### src/hw/rtl/scpn_pkg.sv
package scpn_pkg;

    localparam int FIX_W   = 32;   // Q16.16 word
    localparam int TOL_W   = 16;
    localparam int PARAM_W = 24;   // Q0.24 result
    localparam int IDX_W   = 4;
    localparam int COEF_N  = 12;
    localparam int AXES    = 3;
    localparam int ROWS    = 4;
    localparam int S_W     = 25;   // s in [0, 2^24]
    localparam int Q_FRAC  = 24;
    localparam int P_FRAC  = 16;
    localparam int MA_W    = 36;   // multiplier operand A
    localparam int MB_W    = 32;   // multiplier operand B
    localparam int P_W     = MA_W + MB_W;
    localparam int T_W     = 40;   // Horner partial values
    localparam int ACC_W   = 52;   // dot-product accumulators
    localparam int DQ_W    = 56;   // quotient magnitude
    localparam int X_W     = 58;   // estimate after a step
    localparam int S_ONE   = 16777216;
    localparam int START_EPS = 17;

    localparam logic OPC_LOAD  = 1'b0;
    localparam logic OPC_QUERY = 1'b1;

    localparam logic [1:0] ROW_A = 2'd0;
    localparam logic [1:0] ROW_B = 2'd1;
    localparam logic [1:0] ROW_C = 2'd2;
    localparam logic [1:0] ROW_D = 2'd3;

    // datapath micro-ops, issued in this order per axis
    typedef enum logic [3:0] {
        UOP_AS,     // t = a*s + b
        UOP_TSC,    // t = t*s + c
        UOP_TSD,    // p = t*s + d, diff = y - p
        UOP_A3S,    // t = 3a*s + 2b
        UOP_T2S,    // dp = t*s + c
        UOP_A6S,    // ddp = 6a*s + 2b
        UOP_DF,     // sum_f += diff*dp
        UOP_DD,     // sum_fd -= dp*dp
        UOP_DDD     // sum_fd += diff*ddp
    } uop_t;

    typedef struct packed {
        logic       wr_en;
        logic       cap_point;
        logic       start_first;
        logic       start_next;
        logic       start_init;
        logic       rd_en;
        logic [1:0] rd_row;
        logic [1:0] axis;
        logic       mul_en;
        logic       post_en;
        uop_t       uop;
        logic       clr_sum;
        logic       fin;
        logic       div_start;
        logic       x_upd;
        logic       res_load;
        logic       res_found;
    } dp_cmd_t;

    typedef struct packed {
        logic fd_zero;
        logic x_out;
        logic accept_ok;
        logic div_done;
    } dp_sts_t;

    function automatic logic signed [FIX_W-1:0] sat32(input logic signed [ACC_W-1:0] v);
        logic signed [ACC_W-1:0] hi;
        logic signed [ACC_W-1:0] lo;
        hi = ACC_W'(32'sh7fffffff);
        lo = ACC_W'(32'sh80000000);
        if (v > hi)
            sat32 = 32'sh7fffffff;
        else if (v < lo)
            sat32 = 32'sh80000000;
        else
            sat32 = v[FIX_W-1:0];
    endfunction

endpackage

### src/hw/rtl/scpn_ctrl.sv
module scpn_ctrl
    import scpn_pkg::*;
#(
    parameter int NEWTON_STEPS = 4,
    parameter int START_COUNT  = 3
)
(
    input  logic    clk,
    input  logic    rst_n,
    input  logic    in_valid,
    output logic    in_stall,
    input  logic    opcode,
    output logic    out_valid,
    input  logic    out_stall,
    output dp_cmd_t cmd,
    input  dp_sts_t sts
);

    localparam int SW = $clog2(NEWTON_STEPS + 1);
    localparam int KW = $clog2(START_COUNT + 1);

    typedef enum logic [3:0] {
        S_IDLE, S_START, S_CLR, S_RD, S_MUL, S_POST, S_FIN, S_CHK,
        S_DIVW, S_UPD, S_STEP, S_ACC, S_NEXT, S_RES
    } state_t;

    state_t        state_reg, state_next;
    logic [SW-1:0] step_reg, step_next;
    logic [KW-1:0] start_reg, start_next;
    logic [1:0]    axis_reg, axis_next;
    logic [2:0]    rd_cnt_reg, rd_cnt_next;
    uop_t          uop_reg, uop_next;
    logic          found_reg, found_next;
    logic          out_valid_reg, out_valid_next;
    logic          accept;

    always_comb
    begin
        state_next     = state_reg;
        step_next      = step_reg;
        start_next     = start_reg;
        axis_next      = axis_reg;
        rd_cnt_next    = rd_cnt_reg;
        uop_next       = uop_reg;
        found_next     = found_reg;
        out_valid_next = out_valid_reg && out_stall;
        accept         = in_valid && (state_reg == S_IDLE);

        cmd           = '0;
        cmd.axis      = axis_reg;
        cmd.uop       = uop_reg;
        cmd.rd_row    = rd_cnt_reg[1:0];

        case (state_reg)
            S_IDLE:
            begin
                if (accept)
                begin
                    if (opcode == OPC_LOAD)
                        cmd.wr_en = 1'b1;
                    else
                    begin
                        cmd.cap_point   = 1'b1;
                        cmd.start_first = 1'b1;
                        start_next      = '0;
                        state_next      = S_START;
                    end
                end
            end
            S_START:
            begin
                cmd.start_init = 1'b1;
                step_next      = '0;
                state_next     = S_CLR;
            end
            S_CLR:
            begin
                cmd.clr_sum = 1'b1;
                axis_next   = '0;
                rd_cnt_next = '0;
                state_next  = S_RD;
            end
            S_RD:
            begin
                cmd.rd_en = !rd_cnt_reg[2];
                if (rd_cnt_reg[2])
                begin
                    uop_next   = UOP_AS;
                    state_next = S_MUL;
                end
                else
                    rd_cnt_next = rd_cnt_reg + 1'b1;
            end
            S_MUL:
            begin
                cmd.mul_en = 1'b1;
                state_next = S_POST;
            end
            S_POST:
            begin
                cmd.post_en = 1'b1;
                if (uop_reg == UOP_DDD)
                begin
                    if (axis_reg == 2'(AXES - 1))
                        state_next = S_FIN;
                    else
                    begin
                        axis_next   = axis_reg + 1'b1;
                        rd_cnt_next = '0;
                        state_next  = S_RD;
                    end
                end
                else
                begin
                    uop_next   = uop_t'(uop_reg + 1'b1);
                    state_next = S_MUL;
                end
            end
            S_FIN:
            begin
                cmd.fin    = 1'b1;
                state_next = S_CHK;
            end
            S_CHK:
            begin
                if (sts.fd_zero)
                    state_next = S_NEXT;
                else
                begin
                    cmd.div_start = 1'b1;
                    state_next    = S_DIVW;
                end
            end
            S_DIVW:
            begin
                if (sts.div_done)
                    state_next = S_UPD;
            end
            S_UPD:
            begin
                cmd.x_upd  = 1'b1;
                step_next  = step_reg + 1'b1;
                state_next = S_STEP;
            end
            S_STEP:
            begin
                if (sts.x_out || (step_reg == SW'(NEWTON_STEPS)))
                    state_next = S_ACC;
                else
                    state_next = S_CLR;
            end
            S_ACC:
            begin
                if (sts.accept_ok)
                begin
                    found_next = 1'b1;
                    state_next = S_RES;
                end
                else
                    state_next = S_NEXT;
            end
            S_NEXT:
            begin
                if (start_reg == KW'(START_COUNT - 1))
                begin
                    found_next = 1'b0;
                    state_next = S_RES;
                end
                else
                begin
                    cmd.start_next = 1'b1;
                    start_next     = start_reg + 1'b1;
                    state_next     = S_START;
                end
            end
            S_RES:
            begin
                if (!(out_valid_reg && out_stall))
                begin
                    cmd.res_load   = 1'b1;
                    cmd.res_found  = found_reg;
                    out_valid_next = 1'b1;
                    state_next     = S_IDLE;
                end
            end
            default:
            begin
                state_next = S_IDLE;
            end
        endcase
    end

    always_ff @(posedge clk or negedge rst_n)
    begin
        if (!rst_n)
        begin
            state_reg     <= S_IDLE;
            step_reg      <= '0;
            start_reg     <= '0;
            axis_reg      <= '0;
            rd_cnt_reg    <= '0;
            uop_reg       <= UOP_AS;
            found_reg     <= 1'b0;
            out_valid_reg <= 1'b0;
        end
        else
        begin
            state_reg     <= state_next;
            step_reg      <= step_next;
            start_reg     <= start_next;
            axis_reg      <= axis_next;
            rd_cnt_reg    <= rd_cnt_next;
            uop_reg       <= uop_next;
            found_reg     <= found_next;
            out_valid_reg <= out_valid_next;
        end
    end

    assign in_stall  = (state_reg != S_IDLE);
    assign out_valid = out_valid_reg;

endmodule

### config.mk
export PLATFORM = sky130hd
export DESIGN_NAME = scpn_ctrl
export DESIGN_NICKNAME = d
export VERILOG_FILES = /design/src/hw/rtl/scpn_pkg.sv /design/src/hw/rtl/scpn_ctrl.sv
export SDC_FILE = /design/constraint.sdc
export NUM_CORES = 1
export LEC_CHECK = 0
export BUFFER_PORTS_ARGS = -buffer_cell sky130_fd_sc_hd__buf_4
export CAP_MARGIN = 20
export CORE_MARGIN = 2
export CORE_UTILIZATION = 54
export CTS_BUF_LIST = sky130_fd_sc_hd__clkbuf_4
export DETAILED_ROUTE_END_ITERATION = 10
export PLACE_DENSITY = 0.79
export SLEW_MARGIN = 0
export SYNTH_ARGS = -nofsm -noshare
export SYNTH_HDL_FRONTEND = slang
export SYNTH_SLANG_ARGS = --single-unit
### constraint.sdc
create_clock -name clk -period 1.8 [get_ports clk]
set_input_delay 0.18 -clock clk [delete_from_list [all_inputs] [get_ports clk]]
set_output_delay 0.18 -clock clk [all_outputs]
set_load 0.01 [all_outputs]
======== Word level (Yosys, flattened, before mapping) ========
Index checks and enable logic that the tools add are counted.
cells by class
  reductions and logical operators ........ 19
  multiplexer cells ....................... 48
  $add $sub $neg .......................... 5
  eq/ne operators ......................... 29
operators by type and width
  kind                                           count
  case mux 4 bit (14 select lines)               1
  two-way mux 4 bit                              9
  == test 4 bit, second input constant           7
  two-way mux 3 bit                              8
  != test 2 bit, second input constant           12
  == test 4 x 3 -> 1 bit, second input constant  4
  two-way mux 1 bit                              16
  two-way mux 2 bit                              8
  AND reduction 3 bit                            4
  nonzero test 2 bit                             5
  case mux 3 bit (3 select lines)                1
  == test 4 x 2 -> 1 bit, second input constant  2
  case mux 2 bit (2 select lines)                2
  case mux 4 bit (2 select lines)                1
  AND reduction 4 bit                            2
  adder 3 x 1 -> 3 bit, second input constant    2
  case mux 3 bit (2 select lines)                1
  AND reduction 5 bit                            1
  adder 2 x 1 -> 2 bit, second input constant    2
  adder 4 x 1 -> 4 bit, second input constant    1
  == test 2 bit, second input constant           2
  == test 4 x 1 -> 1 bit, second input constant  1
  logical NOT 4 bit                              1
  nonzero test 4 bit                             1
  other kinds (6)                                7
storage, ports and cells
  logic and storage cells ................. 110
  register bits after elaboration ......... 20

======== Longest topological paths before layout ========
Gate-level depths: netlist (run 1).
  word-level depth ........................ 4
  gate-level depth with buffers ........... 6
  mapped depth without buffers ............ 6

======== Worst setup path before layout (run 1) ========
Ideal clock, no wire load.
  path type ............................... register to register
  start point ............................. reg uop_reg[0]
  end point ............................... reg rd_cnt_reg[0]
  path slack .............................. 0.211 ns
  cell stages (with the launch flop) ...... 7
  required time ........................... 1.676 ns
  arrival ................................. 1.464 ns
  buffers on the path ..................... 0
  cells stage by stage .................... dfrtp_1 > inv_1 > ha_1 > nand3b_1 > or4_4 > a21oi_2 > a21oi_1
between the ends
  cells in the longest elaborated chain, start to end .. 3
RTL lines
  item                           RTL line          RTL
  start: declaration             scpn_ctrl.sv:32   uop_t uop_reg, uop_next;
  start signal: assignment       scpn_ctrl.sv:213  uop_reg <= uop_next;
  == test 4 bit                  scpn_ctrl.sv:102  if (uop_reg == UOP_DDD)
  != test 2 bit (no line)        --
  AND reduction 4 bit (no line)  --
  end signal: assignment         scpn_ctrl.sv:212  rd_cnt_reg <= rd_cnt_next;
  end: declaration               scpn_ctrl.sv:31   logic [2:0] rd_cnt_reg, rd_cnt_next;
Every way passes these cells.
A chain may end at the register's enable or synchronous reset.

==> metrics.csv, run 1 <==
metric,value,unit
drt wl/cell,15.6,um
ANT nets after route,0,
Power Internal,1400,uW
Total Neg Setup Slack,0,ns
layout cells sized above 1,36.7,%
Final GP Congestion,0.894,
core area,2230,um2
final non-filler cell total,227,
leakage,0.000842,uW
sequential share of power,29.6,%
All-Layer GR Usage,26.7,%
multi-input logic area,712,um2
Register Area,504,um2
sequential fraction of the synthesis area,38.5,%
initial core utilization,58.2,%
Final HPWL DP,2420,um
Period minus WS final,1.75,ns
clk slew on worst S/H paths,0.11,ns
1st-iter DRT viols,52,
fmax,0.570,GHz
Max VDD drop,0.990,mV
max cap viols,0,
DRC Markers,0,
NetSw,1070,uW
Worst Hold Margin,0.0909,ns
Final period util,97.4,%
Crit Path Max Fanout,6,
vias in the first global route,1200,
Netlist Area Pre-Place,1300,um2
vias per inst,5.82,
Clk pwr share,8.8,%
CTS tree,done,
Site Rows,17,
"Avg Cell Area, Syn",8.60,um2
post-synthesis cell count,151,
synthesis-to-layout area growth,34.0,%
final setup vio count,0,
Gate power share,61.6,%
FF-to-FF path depth,7,
final hold violation count,0,
Filler cells,157,
DIE WIDTH,53.0,um
clk_lat worst skew,0.30,ns
CP arrival,1.57,ns
Worst setup EP type,output port,
Crit Path Class,flop to output port,
RSZ-0062 raised after global routing,yes,
die area,2810,um2
cells taking the most area after synthesis,"dfrtp_1 39%, ha_1 7.7%, o21ai_0 5.8%",
dpl ws,0.131,ns
router iterations before antenna repair,4,
"most common cell after layout, fill and taps aside",buf_4,
number of diodes,0,
Slew Limit Headroom,71.5,%
placed insts,209,
root buffer cell,clkbuf_4,
Num CTS Buffers,3,
switching share of total power,43.3,%
reg2reg end,state_reg[0],
Worst Max-Slew Pin Slew,0.423,ns
RR Startpoint,uop_reg[0],
outcome,"finished, final reports clean",
initial antenna violation count,0,
class of the worst hold path,primary input to flop,
Hold EP,state_reg[3],
Pins Over Slew Limit,0,
syn nets,168,
Synth Warn #,0,
Chip Height,53.0,um
area share of the largest cell type after synthesis,38.5,%
CTS max path bufs,2,
clock skew,0.00313,ns
post-synth top area cell,dfrtp_1,
Min-Delay Startpoint,sts[0],
largest net degree at the start of global routing,21,
post-route total power,2470,uW
setup ws final,0.0471,ns
Synth cell types,41,
overflow left after global routing,0,
CP Data Required Time,1.62,ns
clock sink total,20,
Worst Setup Start Kind,flop,
DRT Wirelength,3550,um
Top Ports,33,
fin nets,218,
R2R setup slack,0.14,ns
H-tree depth,1,
first-pass GRT wire length,5420,um
hold path depth,2,
IO buf count,32,
pwr/cell area,1420,nW/um2
highest-count cells in the layout ignoring fill and taps,"53 x buf_4, 17 x dfrtp_1, 15 x o21ai_0, 14 x inv_1, 13 x nand2_1",
"flops & latches, synth",20,
DR vias,1322,
-- layout make-up --
type,instances,share of cell area [%]
clock buffer,3,1.29
tap,28,2.01
multi-input combinational,107,40.9
sequential,20,29.0
inverter,15,3.38
timing repair buffer,54,23.4
-- worst max-delay path, stage by stage (launching register included) --
cell     delay [ns]
dfrtp_2        0.43
buf_4          0.17
buf_4          0.15
inv_1          0.15
nand3_1        0.17
inv_1          0.09
buf_4          0.11
-- Yosys cell counts (all sizes together) --
cell,n
a311oi,1
a21oi,8
nor2,11
or2,2
o211ai,3
mux2,1
o221ai,1
and2,2
clkbuf,3
nor2b,2
a22o,3
or3,3
nand2b,4
nand3,9
nand4,3
nor3,2
o21a,1
and4bb,1
buf,6
nand3b,1
dfrtp,20
nor4,1
a211oi,1
xor2,2
nor3b,3
o21ai,16
or4,1
o22ai,2
nand2,13
a221oi,1
inv,15
ha,8
a41oi,1
-- layer usage --
metal	GRT usage, %	up-vias	routed length (um)
met2	45.8	61	1800
met5	0	-	0
met1	33.6	624	1470
li1	-	626	-
met3	2.82	11	178
met4	12.0	0	97
-- kinds of logic (layout without fill, tap and decap cells) --
group                      after synthesis  in the layout  share of synthesized area, %
AOI/OAI and AO/OA                       38             38                          18.1
DFF                                     20             20                          38.5
xor gates and xnor gates                 2              2                          1.35
adders and majority gates                8              8                          7.71
buffers and inverters                   24             72                          8.57
and+or+nand+nor                         58             58                          24.9
muxes                                    1              1                         0.867
-- metrics by stage --
step,utilization (%),cell area (um2)
5_1_grt,77.9,1740
3_5_place_dp,70.4,1570
4_1_cts,75.7,1690
6_report,77.9,1740
3_3_place_gp,70.4,1570
2_1_floorplan,-,1300
-- how the worst max path moves through the flow --
stage | from | to | depth (start not counted)
2_1_floorplan | uop_reg[0] | rd_cnt_reg[0] | 6
3_3_place_gp | state_reg[0] | rd_cnt_reg[0] | 4
3_5_place_dp | state_reg[0] | rd_cnt_reg[0] | 4
4_1_cts | state_reg[3] | cmd[16] | 4
5_1_grt | state_reg[0] | cmd[5] | 6
6_report | state_reg[0] | cmd[5] | 6
-- timing repair --
item                                    CTS  global route
pin swaps                                 0             3
endpoints found under the hold margin    20             0
buffers inserted                         10             4
hold buffers                              1             0
gates resized for setup                   6             6
endpoints found under the setup margin    6             6
-- power groups by stage --
| stage | clock [uW] | combinational (uW) | sequential, uW |
|---|---|---|---|
| floorplan | 0 | 834 | 717 |
| global placement | 0 | 1150 | 781 |
| detailed placement | 0 | 1170 | 790 |
| CTS | 223 | 1420 | 722 |
| global route | 241 | 1660 | 751 |
| finish | 218 | 1520 | 732 |
No activity file was read; power rests on OpenSTA's default activity.
==> run 2, diff against run 1 <==
- CAP_MARGIN: 20 -> 25
- CELL_PAD_IN_SITES_DETAIL_PLACEMENT: unset -> 0
- CELL_PAD_IN_SITES_GLOBAL_PLACEMENT: unset -> 1
- CORE_UTILIZATION: 54 -> 40
==> run 2 against run 1 <==
Count of clock-buffer cells in the layout stayed put. First-iteration DRC count is 21% lower. Critical path type unchanged. Total power is 10% higher. Flip-flop and latch count stayed put. Largest power group unchanged. Via count is 2.3% lower.
==> metrics.csv, run 2 (synthesis gave the netlist of run 1 again) <==
metric,value,unit
IO buf count,32,
Clk pwr share,13.9,%
clock sink total,20,
leakage,0.000868,uW
DR vias,1292,
die area,3720,um2
layout cells sized above 1,41.6,%
CP cell instances,"or2_4, or3_4, inv_4, buf_6",
Top delay family on crit path,simple AND/OR/NAND/NOR gates,
vias per inst,5.25,
sequential share of power,27.0,%
clk_lat worst skew,0.32,ns
final hold violation count,0,
Pins Over Slew Limit,0,
pwr/cell area,1480,nW/um2
DRT Wirelength,3500,um
Top Ports,33,
vias in the first global route,1235,
fmax,0.565,GHz
Worst Max-Slew Pin Slew,0.420,ns
clk slew on worst S/H paths,0.11,ns
Site Rows,20,
post-placement cell area,1610,um2
CP arrival,1.59,ns
Max VDD drop,0.476,mV
router iterations before antenna repair,4,
core area,3080,um2
NetSw,1110,uW
1st-iter DRT viols,41,
Crit Path Class,flop to output port,
Gate power share,59.0,%
max cap viols,0,
final setup vio count,0,
Num CTS Buffers,3,
max incr delay on CP,0.46,ns
clock skew,0.0107,ns
first-pass GRT wire length,5630,um
Crit Path Max Fanout,4,
Chip Height,61.0,um
Total Neg Setup Slack,0,ns
WP buf/inv,2,
crit path max-delay cell type,dfrtp_2,
outcome,"finished, final reports clean",
initial antenna violation count,0,
Filler cells,279,
Period minus WS final,1.77,ns
DRC Markers,0,
Final period util,98.4,%
switching share of total power,40.6,%
fin area,1850,um2
Final HPWL DP,2510,um
RSZ-0062 raised after global routing,yes,
drt wl/cell,14.2,um
"most common cell after layout, fill and taps aside",buf_4,
Power Internal,1620,uW
synthesis-to-layout area growth,42.1,%
Worst Setup Start Kind,flop,
Worst setup EP type,output port,
overflow left after global routing,0,
class of the worst hold path,primary input to flop,
number of diodes,0,
fin nets,220,
largest net degree at the start of global routing,21,
CTS tree,done,
highest-count cells in the layout ignoring fill and taps,"53 x buf_4, 16 x dfrtp_1, 15 x o21ai_0, 13 x inv_1, 13 x nand2_1",
root buffer cell,clkbuf_4,
CTS max path bufs,2,
ANT nets after route,0,
Final GP Congestion,0.844,
All-Layer GR Usage,21.0,%
H-tree depth,1,
Slew Limit Headroom,71.7,%
DIE WIDTH,61.0,um
CP Data Required Time,1.62,ns
initial core utilization,42.2,%
run 2: what timing repair did:
item | 4_1_cts | 5_1_grt
hold buffers | 1 | 0
gates resized for setup | 13 | 10
pin swaps | 3 | 5
setup endpoints to repair | 8 | 10
buffers inserted | 8 | 5
hold endpoints to repair | 20 | 0
run 2: worst paths after layout:
path                               from           end  slack, ns  cells after the start
min                              sts[0]  state_reg[3]        0.1                      2
min reg2reg                 step_reg[2]   step_reg[2]       0.51                      1
max                        state_reg[3]       cmd[16]       0.03                      4
max in group asynchronous         rst_n  state_reg[3]       1.29                      2
min in group asynchronous         rst_n   axis_reg[1]       0.26                      2
max reg2reg                  uop_reg[0]  state_reg[2]       0.14                      7
run 2: power groups by stage:
stage / registers, uW / logic [uW] / clock network [uW]
6_report: 737 / 1610 / 380
5_1_grt: 754 / 1780 / 414
4_1_cts: 733 / 1480 / 395
3_5_place_dp: 789 / 1240 / 0
3_3_place_gp: 779 / 1240 / 0
2_1_floorplan: 717 / 834 / 0
run 2: final cells by class:
type                            count  area (um2)  share of cell area, %
Clock buffer                        3        22.5                   1.22
Tap cell                           44        55.1                   2.98
Inverter                           15        58.8                   3.19
Multi-Input combinational cell    107         743                   40.3
Timing Repair Buffer               56         430                   23.3
Clock inverter                      1        30.0                   1.63
Sequential cell                    20         505                   27.4
run 2: stage by stage:
| step | std cells | worst slack (ns) | util (%) | power [uW] | hold WS (ns) |
|---|---|---|---|---|---|
| floorplan | 151 | 0.211 | - | 1550 | -0.116 |
| global placement | 228 | 0.110 | 52.4 | 2020 | 0.0766 |
| detailed placement | 228 | 0.134 | 52.4 | 2030 | 0.0793 |
| CTS | 241 | -0.00143 | 57.5 | 2610 | 0.0879 |
| global route | 246 | -0.0228 | 60.0 | 2940 | 0.0869 |
| finish | 246 | 0.0287 | 60.0 | 2730 | 0.0974 |
run 2: layer usage:
| metal | vias to the layer above | GRT usage [%] | part of all wire (%) |
|---|---|---|---|
| met5 | - | 0 | 0 |
| met4 | 0 | 11.2 | 2.3 |
| met3 | 6 | 2.35 | 2.7 |
| met2 | 25 | 36.1 | 51 |
| met1 | 631 | 25.8 | 44 |
| li1 | 630 | - | - |
